===== config.mk =====
export PLATFORM = sky130hd
export DESIGN_NAME = lte_queue
export DESIGN_NICKNAME = d
export VERILOG_FILES = /design/src/lte_pkg.sv /design/src/lte_queue.sv
export SDC_FILE = /design/constraint.sdc
export NUM_CORES = 1
export LEC_CHECK = 0
export BUFFER_PORTS_ARGS = -buffer_cell sky130_fd_sc_hd__buf_2
export CELL_PAD_IN_SITES_DETAIL_PLACEMENT = 1
export CELL_PAD_IN_SITES_GLOBAL_PLACEMENT = 2
export CORE_MARGIN = 1.5
export CORE_UTILIZATION = 39
export CTS_CLUSTER_SIZE = 30
export DETAILED_ROUTE_END_ITERATION = 10
export GPL_TIMING_DRIVEN = 0
export PLACE_DENSITY_LB_ADDON = 0.08
export SYNTH_ARGS = -nofsm -noshare
export SYNTH_HDL_FRONTEND = slang
export SYNTH_SLANG_ARGS = --single-unit

===== constraint.sdc =====
create_clock -name clk -period 4.85 [get_ports clk]
set_clock_uncertainty 0.2 [all_clocks]
set_input_delay 0.2425 -clock clk [delete_from_list [all_inputs] [get_ports clk]]
set_output_delay 0.2425 -clock clk [all_outputs]
set_load 0.01 [all_outputs]

===== src/lte_pkg.sv =====
// Shared types and constants for the line text edit engine.
package lte_pkg;

  localparam int MAX_LINES     = 64;
  localparam int LINE_CAPACITY = 128;
  localparam int ROW_W         = 6;
  localparam int COL_W         = 7;
  localparam int LINES_W       = 7;
  localparam int CHAR_W        = 7;
  localparam int KEY_W         = 8;
  localparam int CFG_IDX_W     = 2;
  localparam int ADDR_W        = ROW_W + COL_W;
  localparam int QUEUE_DEPTH   = 2;

  localparam logic [KEY_W-1:0] KEY_ENTER       = 8'd10;
  localparam logic [KEY_W-1:0] KEY_BACKSPACE   = 8'd8;
  localparam logic [KEY_W-1:0] FIRST_PRINTABLE = 8'd32;
  localparam logic [KEY_W-1:0] PAST_PRINTABLE  = 8'd127;

  localparam logic [KEY_W-1:0] LEFT_RESET  = 8'd17;
  localparam logic [KEY_W-1:0] RIGHT_RESET = 8'd18;
  localparam logic [KEY_W-1:0] UP_RESET    = 8'd19;
  localparam logic [KEY_W-1:0] DOWN_RESET  = 8'd20;

  typedef enum logic [1:0] {
    OP_KEY   = 2'd0,
    OP_CLEAR = 2'd1,
    OP_READ  = 2'd2,
    OP_CLEAN = 2'd3
  } opcode_t;

  typedef enum logic [CFG_IDX_W-1:0] {
    CFG_LEFT  = 2'd0,
    CFG_RIGHT = 2'd1,
    CFG_UP    = 2'd2,
    CFG_DOWN  = 2'd3
  } cfg_idx_t;

  typedef enum logic [3:0] {
    K_NOP, K_ENTER, K_BKSP, K_LEFT, K_RIGHT, K_UP, K_DOWN, K_INS,
    K_CLEAR, K_READ, K_CLEAN
  } kind_t;

  typedef struct packed {
    kind_t             kind;
    logic [CHAR_W-1:0] ch;
    logic [ROW_W-1:0]  row;
    logic [COL_W-1:0]  col;
  } cmd_t;

  typedef struct packed {
    logic               changed;
    logic [ROW_W-1:0]   cursor_line;
    logic [COL_W-1:0]   cursor_column;
    logic [LINES_W-1:0] lines_in_use;
    logic               modified;
    logic [CHAR_W-1:0]  read_char;
    logic [COL_W-1:0]   read_line_length;
  } result_t;

  typedef enum logic [3:0] {
    S_IDLE, S_P0, S_P1, S_P2, S_P3, S_EXEC, S_RDW, S_MRD, S_MWR,
    S_CRD, S_CWR, S_FIN, S_FIN2, S_OUT
  } state_t;

endpackage


===== src/lte_queue.sv =====
// Short request queue between the front end and the edit sequencer.
module lte_queue (
  input  logic          clk,
  input  logic          rst_n,
  input  logic          push,
  input  lte_pkg::cmd_t push_cmd,
  input  logic          pop,
  output lte_pkg::cmd_t pop_cmd,
  output logic          empty,
  output logic          full
);
  import lte_pkg::*;

  localparam int PTR_W = $clog2(QUEUE_DEPTH);

  cmd_t             mem_r [QUEUE_DEPTH];
  logic [PTR_W-1:0] wr_r, rd_r;
  logic [PTR_W:0]   cnt_r;

  assign empty   = (cnt_r == '0);
  assign full    = (cnt_r == (PTR_W+1)'(QUEUE_DEPTH));
  assign pop_cmd = mem_r[rd_r];

  // Advance pointers and count
  always_ff @(posedge clk) begin
    if (!rst_n) begin
      wr_r  <= '0;
      rd_r  <= '0;
      cnt_r <= '0;
    end else begin
      if (push) wr_r <= (wr_r == PTR_W'(QUEUE_DEPTH-1)) ? '0 : wr_r + 1'b1;
      if (pop)  rd_r <= (rd_r == PTR_W'(QUEUE_DEPTH-1)) ? '0 : rd_r + 1'b1;
      if (push && !pop)      cnt_r <= cnt_r + 1'b1;
      else if (pop && !push) cnt_r <= cnt_r - 1'b1;
    end
  end

  // Store the request
  always_ff @(posedge clk) begin
    if (push) mem_r[wr_r] <= push_cmd;
  end

endmodule


-- After elaboration in Yosys (flattened, before gate mapping)
Memories as Yosys holds them, arrays and structs flattened. A register that Yosys moved wholly into a read port is not among the register bits.
Index checks and enable logic that the tools add are counted.
- bits of input ports: 28
- output and inout port bits: 26
- flip-flop bits (word level): 4
- memories: 1
- memory bits (writable): 48
- eq/ne operators: 1
- muxes and demuxes: 8
- add/subtract/negate cells: 4
- reduce and logical (&&, ||, !) cells: 6
- memories (memory ; depth ; bits a word ; read ports ; clocked after memory_dff ; write ports ; line ; text):
    mem_r ; 2 ; 24 ; 1 ; 1 ; 1 ; lte_queue.sv:16 ; cmd_t mem_r [QUEUE_DEPTH];
- operator list (cell ; count):
    two-way mux 1 bit ; 6
    two-way mux 2 bit ; 2
    adder 1 bit, second input constant ; 2
    adder 2 x 1 -> 2 bit, second input constant ; 1
    == test 2 bit, second input constant ; 1
    logical AND 1 bit ; 2
    zero test 1 bit ; 2
    zero test 2 bit ; 1
    nonzero test 2 bit ; 1
    subtractor 2 x 1 -> 2 bit, second input constant ; 1

-- Depth between registers and ports, before layout
- word-level depth: 4
- depth in mapped cells: 5
- depth with buffers taken out: 5

-- Worst setup path after synthesis
OpenSTA, ideal clock, no wires.
- path type: reg-to-reg
- start: reg wr_r
- end: mem mem_r[0][0] (netlist name) (enable)
- arrival time: 1.427 ns
- cell stages (with the launch flop): 2
- clock period less this slack: 2.036 ns
- required time: 4.241 ns
- buffers on the path: 0
- library setup time: 0.409 ns
- slack: 2.814 ns
- cell sequence: dfxtp_1 > nor2b_1
- RTL lines (what ; line ; text):
    start, declared ; lte_queue.sv:17 ; logic [PTR_W-1:0] wr_r, rd_r;
    start signal, assigned ; lte_queue.sv:31 ; if (push) wr_r <= (wr_r == PTR_W'(QUEUE_DEPTH-1)) ? '0 : wr_r + 1'b1;
    end, declared ; lte_queue.sv:16 ;
No word-level cell before the write port.

==> run metrics <==
DIE WIDTH 73.7 µm; Synth cell types 17; initial drt markers 47; max cap viols 0; ranking of synthesized cells by area edfxtp_1 74%, mux2_2 14%, dfxtp_1 5.1%, and2_1 1.3%, xor2_1 0.90%; Yosys top cell by area edfxtp_1; FP Rows 25; CTS tree done; DRC Markers 0; post-route clock period utilization 0.395; via/cell ratio 4.49; Slew @ Worst Pin 1.16 ns; Post-CTS Repair Setup Buffers 0; fmax 0.521 GHz; Min-Delay Path Class in2reg; Worst Min Path Start rst_n; Max Root-Sink Buffers 2; Hold Violations, Final 0; antenna diode count 0; Req. time, crit path 4.41 ns; PortBufs 53; area added between synthesis and finish 35.5%; Yosys Warn Count 0; pwr/cell area 340 nW/µm²; post-route ant nets 0; post_cts resized 0; status finished, final reports clean; hold depth 2; Vias 1123; Post-Syn Instances 97; CTS H-tree depth 2; TritonCTS Buffers 5; Crit path top cell by count buf_2; Crit. End Element output pin; WP buf/inv 3; GRT Total Usage 0.149; Reg2Reg Setup Slack 2.97 ns; CP Launch Type register; Post-synth top cells 48 x edfxtp_1, 24 x mux2_2, 5 x dfxtp_1, 4 x and2_1; Net count, final 211; Yosys reg bits 53; # setup viols final 0; max_slew headroom 0.229; RR Startpoint wr_r; Min Hold Slack 0.0119 ns; TNS Setup 0 ns; number of enable flip-flop cells after synthesis 48; CP top delay family buffers and inverters; CTS clk-pin slew, worst paths 0.08 ns; worst r2r path cells 1; routed len/inst 15.0 µm; layout cells sized above 1 0.497; Syn Area/Cell 20.1 µm²; count leader, synth edfxtp_1; io pins 54; predominant post-synthesis flop cell edfxtp_1; sequential area share after synthesis 0.790; RSZ-0062 raised after global routing false; CTS Sinks 53; slowest CP cell mux2_2; post-DP HPWL 2400 µm; min Tclk post-route 1.92 ns; clk_lat worst skew 0.29 ns; die area 5430 µm²; Pins Over Slew Limit 0; CTS hold repair buffers 24; TritonRoute pass-1 iters 4; Mapped Area 1950 µm²; Root Buffer clkbuf_8; Initial Util 0.408; CP max stage delay 0.35 ns; post-synth top area share 0.739; antenna violations before repair 0; gpl congestion 0.600; first-pass GRT wire length 5700 µm; core box area 4790 µm²; Syn Nets 126; critical path type reg2out; Worst Hold Endpoint rd_r; number of global-route vias before repair 1253; die height 73.7 µm; leakage power total 1.02 nW; gr ovfl total 0; crit path max fanout 10; worst vdd rail ir drop 0.189 mV; sequence of cells on the critical path buf_2 > buf_4 > mux2_2 > buf_2; reg-to-reg endpoint mem_r[1][2]; largest net degree at the start of global routing 25; Post-Route WL 3750 µm; Worst EP arrival 1.48 ns; async set-reset flop share out of synthesis 0
[how the worst max path moves through the flow]
stage          slack, ns  depth (start not counted)      endpoint
3_3_place_gp        2.16                          2  mem_r[0][12]
2_1_floorplan       2.81                          1   mem_r[0][0]
5_1_grt             2.86                          4    pop_cmd[5]
4_1_cts             2.90                          4   pop_cmd[21]
3_5_place_dp        2.93                          2  mem_r[1][23]
6_report            2.93                          4    pop_cmd[5]
[power breakdown]
part	total, mW	internal (mW)	switching (mW)	leakage (nW)
Combinational	0.127	0.0687	0.0580	0.480
Sequential	0.534	0.526	0.00809	0.492
Clock	0.238	0.0999	0.139	0.0439
Total	0.899	0.694	0.205	1.02
[flip-flops by register name, summed over array words and instances (netlist names), named ones only]
signal  cells
wr_r        1
mem_r      48
cnt_r       2
rd_r        1
[kinds of logic after synthesis]
kind of cell	Yosys count	synth area share
flip-flops	53	0.790
multiplexers	24	0.139
AND/OR/NAND/NOR	9	0.0289
buffers and inverters	4	0.0122
AO/OA/AOI/OAI	3	0.0103
XOR/XNOR	3	0.0135
adder cells (fa/ha/maj)	1	0.00641
[stage by stage]
stage | power, mW | worst slack, ns | std cells | instance area, µm² | utilization
3_5_place_dp | 0.658 | 2.93 | 218 | 2320 | 0.484
3_3_place_gp | 0.650 | 2.16 | 217 | 2300 | 0.481
6_report | 0.899 | 2.93 | 250 | 2640 | 0.552
2_1_floorplan | 0.607 | 2.81 | 97 | 1950 | -
5_1_grt | 0.934 | 2.86 | 250 | 2640 | 0.552
4_1_cts | 0.907 | 2.90 | 250 | 2640 | 0.552
[area by class of cell]
| type | instances | area [µm²] |
|---|---|---|
| Buffer | 3 | 20.0 |
| Clock buffer | 5 | 68.8 |
| Clock inverter | 3 | 17.5 |
| Fill cell | 469 | 2140 |
| Inverter | 1 | 3.75 |
| Multi-Input combinational cell | 40 | 388 |
| Sequential cell | 53 | 1540 |
| Tap cell | 67 | 83.8 |
| Timing Repair Buffer | 78 | 520 |
[per-layer routing]
layer	vias to the layer above	share of wire	GRT usage
met5	-	0	0
met4	0	0.016	0.0617
met3	7	0.048	0.0412
met2	36	0.58	0.294
met1	542	0.36	0.139
li1	538	-	-
[cells in the final DEF, fill, tap and decap left out, drive strengths merged]
cell         count
edfxtp          48
dfxtp            5
xnor2            1
buf             57
and2b            1
or3              1
mux2            24
clkinvlp         1
and2             4
dlygate4sd3     24
nor2             1
a21boi           1
inv              1
o21ai            1
clkbuf           5
nor2b            2
clkinv           2
o21a             1
ha               1
xor2             2
Note: power is estimated with default switching activity, not from simulation.
