--- src/lte_pkg.sv ---
// Shared types and constants for the line text edit engine.
package lte_pkg;

  localparam int MAX_LINES     = 64;
  localparam int LINE_CAPACITY = 128;
  localparam int ROW_W         = 6;
  localparam int COL_W         = 7;
  localparam int LINES_W       = 7;
  localparam int CHAR_W        = 7;
  localparam int KEY_W         = 8;
  localparam int CFG_IDX_W     = 2;
  localparam int ADDR_W        = ROW_W + COL_W;
  localparam int QUEUE_DEPTH   = 2;

  localparam logic [KEY_W-1:0] KEY_ENTER       = 8'd10;
  localparam logic [KEY_W-1:0] KEY_BACKSPACE   = 8'd8;
  localparam logic [KEY_W-1:0] FIRST_PRINTABLE = 8'd32;
  localparam logic [KEY_W-1:0] PAST_PRINTABLE  = 8'd127;

  localparam logic [KEY_W-1:0] LEFT_RESET  = 8'd17;
  localparam logic [KEY_W-1:0] RIGHT_RESET = 8'd18;
  localparam logic [KEY_W-1:0] UP_RESET    = 8'd19;
  localparam logic [KEY_W-1:0] DOWN_RESET  = 8'd20;

  typedef enum logic [1:0] {
    OP_KEY   = 2'd0,
    OP_CLEAR = 2'd1,
    OP_READ  = 2'd2,
    OP_CLEAN = 2'd3
  } opcode_t;

  typedef enum logic [CFG_IDX_W-1:0] {
    CFG_LEFT  = 2'd0,
    CFG_RIGHT = 2'd1,
    CFG_UP    = 2'd2,
    CFG_DOWN  = 2'd3
  } cfg_idx_t;

  typedef enum logic [3:0] {
    K_NOP, K_ENTER, K_BKSP, K_LEFT, K_RIGHT, K_UP, K_DOWN, K_INS,
    K_CLEAR, K_READ, K_CLEAN
  } kind_t;

  typedef struct packed {
    kind_t             kind;
    logic [CHAR_W-1:0] ch;
    logic [ROW_W-1:0]  row;
    logic [COL_W-1:0]  col;
  } cmd_t;

  typedef struct packed {
    logic               changed;
    logic [ROW_W-1:0]   cursor_line;
    logic [COL_W-1:0]   cursor_column;
    logic [LINES_W-1:0] lines_in_use;
    logic               modified;
    logic [CHAR_W-1:0]  read_char;
    logic [COL_W-1:0]   read_line_length;
  } result_t;

  typedef enum logic [3:0] {
    S_IDLE, S_P0, S_P1, S_P2, S_P3, S_EXEC, S_RDW, S_MRD, S_MWR,
    S_CRD, S_CWR, S_FIN, S_FIN2, S_OUT
  } state_t;

endpackage

--- src/lte_front.sv ---
// Front end: key code registers and request classification.
module lte_front (
  input  logic                          clk,
  input  logic                          rst_n,
  input  logic                          start,
  input  logic                          q_full,
  input  logic [1:0]                    in_opcode,
  input  logic [lte_pkg::KEY_W-1:0]     in_key_code,
  input  logic [lte_pkg::ROW_W-1:0]     in_read_row,
  input  logic [lte_pkg::COL_W-1:0]     in_read_column,
  input  logic                          cfg_valid,
  output logic                          cfg_ready,
  input  logic [lte_pkg::CFG_IDX_W-1:0] cfg_index,
  input  logic [lte_pkg::KEY_W-1:0]     cfg_data,
  output logic                          push,
  output lte_pkg::cmd_t                 cmd
);
  import lte_pkg::*;

  logic [KEY_W-1:0] left_r, right_r, up_r, down_r;

  assign cfg_ready = 1'b1;

  // Hold the arrow key codes
  always_ff @(posedge clk) begin
    if (!rst_n) begin
      left_r  <= LEFT_RESET;
      right_r <= RIGHT_RESET;
      up_r    <= UP_RESET;
      down_r  <= DOWN_RESET;
    end else if (cfg_valid) begin
      unique case (cfg_idx_t'(cfg_index))
        CFG_LEFT:  left_r  <= cfg_data;
        CFG_RIGHT: right_r <= cfg_data;
        CFG_UP:    up_r    <= cfg_data;
        CFG_DOWN:  down_r  <= cfg_data;
        default:   ;
      endcase
    end
  end

  assign push = start && !q_full;

  // Classify the request; enter and backspace win over the arrow codes
  always_comb begin
    cmd.ch  = in_key_code[CHAR_W-1:0];
    cmd.row = in_read_row;
    cmd.col = in_read_column;
    unique case (opcode_t'(in_opcode))
      OP_KEY: begin
        if (in_key_code == KEY_ENTER)          cmd.kind = K_ENTER;
        else if (in_key_code == KEY_BACKSPACE) cmd.kind = K_BKSP;
        else if (in_key_code == left_r)        cmd.kind = K_LEFT;
        else if (in_key_code == right_r)       cmd.kind = K_RIGHT;
        else if (in_key_code == up_r)          cmd.kind = K_UP;
        else if (in_key_code == down_r)        cmd.kind = K_DOWN;
        else if (in_key_code >= FIRST_PRINTABLE && in_key_code < PAST_PRINTABLE)
          cmd.kind = K_INS;
        else                                   cmd.kind = K_NOP;
      end
      OP_CLEAR: cmd.kind = K_CLEAR;
      OP_READ:  cmd.kind = K_READ;
      OP_CLEAN: cmd.kind = K_CLEAN;
      default:  cmd.kind = K_NOP;
    endcase
  end

endmodule

--- config.mk ---
export PLATFORM = sky130hd
export DESIGN_NAME = lte_front
export DESIGN_NICKNAME = d
export VERILOG_FILES = /design/src/lte_pkg.sv /design/src/lte_front.sv
export SDC_FILE = /design/constraint.sdc
export NUM_CORES = 1
export LEC_CHECK = 0
export BUFFER_PORTS_ARGS = -buffer_cell sky130_fd_sc_hd__buf_4
export CORE_MARGIN = 4
export CORE_UTILIZATION = 35
export DETAILED_ROUTE_END_ITERATION = 7
export GPL_TIMING_DRIVEN = 0
export HOLD_SLACK_MARGIN = 0.05
export PLACE_DENSITY = 0.57
export SYNTH_ARGS = -nofsm -noshare
export SYNTH_HDL_FRONTEND = slang
export SYNTH_SLANG_ARGS = --single-unit
--- constraint.sdc ---
create_clock -name clk -period 4.3 [get_ports clk]
set_clock_uncertainty 0.05 [all_clocks]
set_input_delay 0 -clock clk [delete_from_list [all_inputs] [get_ports clk]]
set_output_delay 0 -clock clk [all_outputs]
set_load 0.02 [all_outputs]
=== Word-level counts from Yosys, hierarchy flattened ===
Index checks and enable logic that the tools add are counted.

* Bits in registers: 32
* Word-level logic and storage cells: 35
* Bits in read-only memories: 0
* Latch bits: 0
* Memories: 0
* Bits in writable memories: 0

* Multipliers: 0
* Div/mod/pow operators: 0
* Muxes and demuxes: 8
* $lt $le $gt $ge: 2
* Eq/ne operators: 12
* Bitwise logic cells: 0
* Shifts and indexed selects: 0
* Reductions and logical operators: 9
* Add/sub/neg operators: 0

{| class="wikitable"
|+ Operators with widths
! operator !! number
|-
| equality test 8 bit || 4
|-
| two-way mux 3 bit || 7
|-
| equality test 8 x 4 -> 1 bit (second input constant) || 2
|-
| one-hot mux 4 bit (4 select lines) || 1
|-
| equality test 2 bit (second input constant) || 4
|-
| greater-or-equal comparator 8 x 6 -> 1 bit (second input constant) || 1
|-
| < comparator 8 x 7 -> 1 bit (second input constant) || 1
|-
| AND reduction 2 bit || 4
|-
| equality test 2 x 1 -> 1 bit (second input constant) || 2
|-
| zero test 2 bit || 2
|-
| logical AND 1 bit || 2
|-
| zero test 1 bit || 1
|}

=== Longest topological paths before layout ===
* Depth after elaboration: 10
* Depth in mapped cells: 6

=== Least setup slack after synthesis ===
OpenSTA, ideal clock, no wires.

* Path type: reg2out
* From: register up_r[0]
* To: output cmd[22] (netlist bit)
* Stages on the path, launching flop included: 6
* Arrival: 1.501 ns
* Path buffers: 0
* Slack: 2.749 ns
* Required time: 4.250 ns
* Path through: dfxtp_1 > xor2_1 > nor4_1 > nand2_1 > nor3b_1 > nor3b_1

{| class="wikitable"
|+ RTL lines
! what !! line !! text
|-
| from (decl) || lte_front.sv:20 || <nowiki>logic [KEY_W-1:0] left_r, right_r, up_r, down_r;</nowiki>
|-
| from (signal assigned) || lte_front.sv:35 || <nowiki>CFG_UP: up_r <= cfg_data;</nowiki>
|-
| to (decl) || lte_front.sv:16 || <nowiki>output lte_pkg::cmd_t cmd</nowiki>
|}

==> results.md <==
- Syn_nets: 258
- TritonCTS clock tree: yes
- Post-synthesis compound-gate area fraction: 7.86%
- DRT antenna net count: 0
- Max Cap Viol: 0
- I/O Pins: 64
- Share of the synthesized area in the top cell type: 33.8%
- Critical path data arrival time: 1.81 ns
- Vert. Die Dim: 81.6 um
- Total GRT Usage: 14.9%
- Cell taking the most area after synthesis: dfxtp_1
- Vias per cell: 4.63
- # port buffers: 41
- Pleak: 1.03 nW
- Die W: 81.6 um
- Synth top area cells: dfxtp_1 34%, xnor2_1 11%, buf_4 8.7%, mux2i_1 8.5%, nand2_1 7.7%
- ANT cells: 0
- Clock Sinks: 32
- Residual DRC: 0
- Clk root buf: clkbuf_8
- Peak supply drop: 0.197 mV
- Die footprint: 6650 um^2
- Commonest non-fill, non-tap cell in the layout: buf_4
- Cell Area, Synth: 1890 um^2
- Worst setup EP type: primary output
- Commonest cells after routing, fill and taps aside: 63 x buf_4, 39 x nand2_1, 32 x dfxtp_1
- Setup CP Type: register to primary output
- Synth Area in XOR/XNOR: 14.8%
- Hpwl dp: 3.54 mm
- CP Launch Type: register
- Dpl cells: 331
- Post-route minimum period: 1.86 ns
- Setup_tns: 0 ns
- Post-Syn Instances: 220
- DRT iter0 DRCs: 52
- Mux cell area share after synthesis: 8.45%
- Layout cell share with drive strength beyond 1: 28.4%
- Core box area: 5170 um^2
- Worst EP required: 4.25 ns
- PostCTS Resize Cnt: 0
- TritonCTS Buffers: 5
- Reg clk slew, reported paths: 0.07 ns
- Seq cells post-synth: 32
- Drt pass-1 iters: 4
- Run status: completed
- Hold Buf Count CTS: 9
- Overall Power: 0.752 mW
- Vias in the first global route: 1505
- Fin nets: 315
- Via count: 1610
- Hold Violations, Final: 0
- Seq/Total Area, Yosys: 33.8%
- GR Overflow Total: 0
- Post-CTS setup buffer count: 0
- Final Max Slew Viols: 0
- PD cells: 302 nW/um^2
- Simple-Gate Fraction of Synth Area: 22.6%
- Setup violations, final: 0
- Fmax: 538 MHz
- Mapped Avg Cell Area: 8.61 um^2
- Synth warn: 0
- Final worst-path cycle share: 43.2%
- Area grow syn2layout: 31.3%
- Final core occ: 48.1%
- Largest net degree at the start of global routing: 11
- CTS Buffer Depth: 2
- Hold WC Path Type: input pin to register
- Initial Utilization: 36.6%
- Initial antenna violation count: 0
- Slew HR: 53.5%
- WL per Instance: 13.6 um
- Row count: 26
- Routed WL: 4.73 mm
- Clock Latency Late Sink: 0.27 ns
- First-pass GRT wire length: 7.43 mm
- Largest family of logic cells by synthesized area: simple AND/OR/NAND/NOR gates
- RSZ-0062 raised after global routing: no
- Adder-cell area share of the yosys netlist: 0%
- Library cells used by synthesis: 33
- Worst-path fanout max: 3
- Slew at the pin closest to its max-slew limit: 0.698 ns
- RD Place Congestion: 0.714
- Final non-filler cell total: 348
- H-tree depth: 2
## area by class of cell
| cell class | count | area, um^2 |
|---|---|---|
| Timing Repair Buffer | 50 | 398 |
| Tap cell | 70 | 87.6 |
| Sequential cell | 32 | 641 |
| Clock inverter | 2 | 35.0 |
| Buffer | 36 | 229 |
| Fill cell | 510 | 2690 |
| Multi-Input combinational cell | 151 | 1020 |
| Inverter | 1 | 3.75 |
| Clock buffer | 6 | 72.6 |
## cell families (layout without fill, tap and decap cells)
logic type / count (synthesis) / count (layout)
buffers and inverters: 37 / 95
and+or+nand+nor: 82 / 82
AOI/OAI and AO/OA: 20 / 20
muxes: 16 / 16
xor gates and xnor gates: 32 / 32
other: 1 / 1
DFF: 32 / 32
## layer usage
layer | vias up | GRT usage [%] | wire length [um]
li1 | 824 | - | -
met1 | 732 | 19.6 | 2150
met2 | 52 | 24.0 | 2160
met3 | 2 | 3.62 | 407
met4 | 0 | 4.49 | 15
met5 | - | 0 | 0
## critical path, cell delays in order, from the launching register on
cell and delay [ns]:
dfxtp_1 0.32, xor2_1 0.15, nor4_1 0.30, nand2_1 0.15
nor3b_1 0.17, nor3b_1 0.25, buf_4 0.19
## Yosys cell counts
cell type and count:
nand2_1 39, a211oi_1 1, nand4_1 7, conb_1 1, inv_1 1, nor2b_1 13
xnor2_1 24, buf_1 1, a22oi_1 1, and3_1 1, o22ai_1 3, nand3_1 7
o31a_1 1, xor2_1 8, mux2i_1 16, nor3b_1 3, a21boi_0 11, nor4b_4 1
a211o_2 1, a21oi_1 1, buf_4 22, nor3_1 1, or4_4 1, buf_6 1
dfxtp_1 32, o2bb2ai_1 1, buf_2 3, nand4b_1 1, or2_2 2, nand3b_1 1
clkbuf_1 9, nor2_1 3, nor4_1 2
## flip-flops by register name, summed over array words and instances, names as in the netlist
name	count
right_r	8
down_r	8
up_r	8
left_r	8
## metrics by stage
step	setup slack, ns	area (um^2)	hold WS (ns)
6_report	2.44	2490	0.126
5_1_grt	2.33	2490	0.151
4_1_cts	2.43	2490	0.105
3_5_place_dp	2.61	2290	0.148
3_3_place_gp	2.60	2290	0.148
2_1_floorplan	2.75	1890	0.0281
## path summary, 6_finish.rpt
check                                   from   endpoint  slack (ns)  cells after the start
worst max-delay path                 up_r[0]    cmd[22]        2.44                      6
worst min-delay path            cfg_index[0]    up_r[2]        0.13                      4
worst max register to register     left_r[1]  left_r[1]        3.59                      2
worst min register to register       up_r[6]    up_r[6]        0.43                      2
## power breakdown
part           internal (mW)  switching [mW]
registers              0.307         0.00734
logic                 0.0805          0.0762
clock network          0.172           0.109
total                  0.560           0.193
No activity file was read; power rests on OpenSTA's default activity.
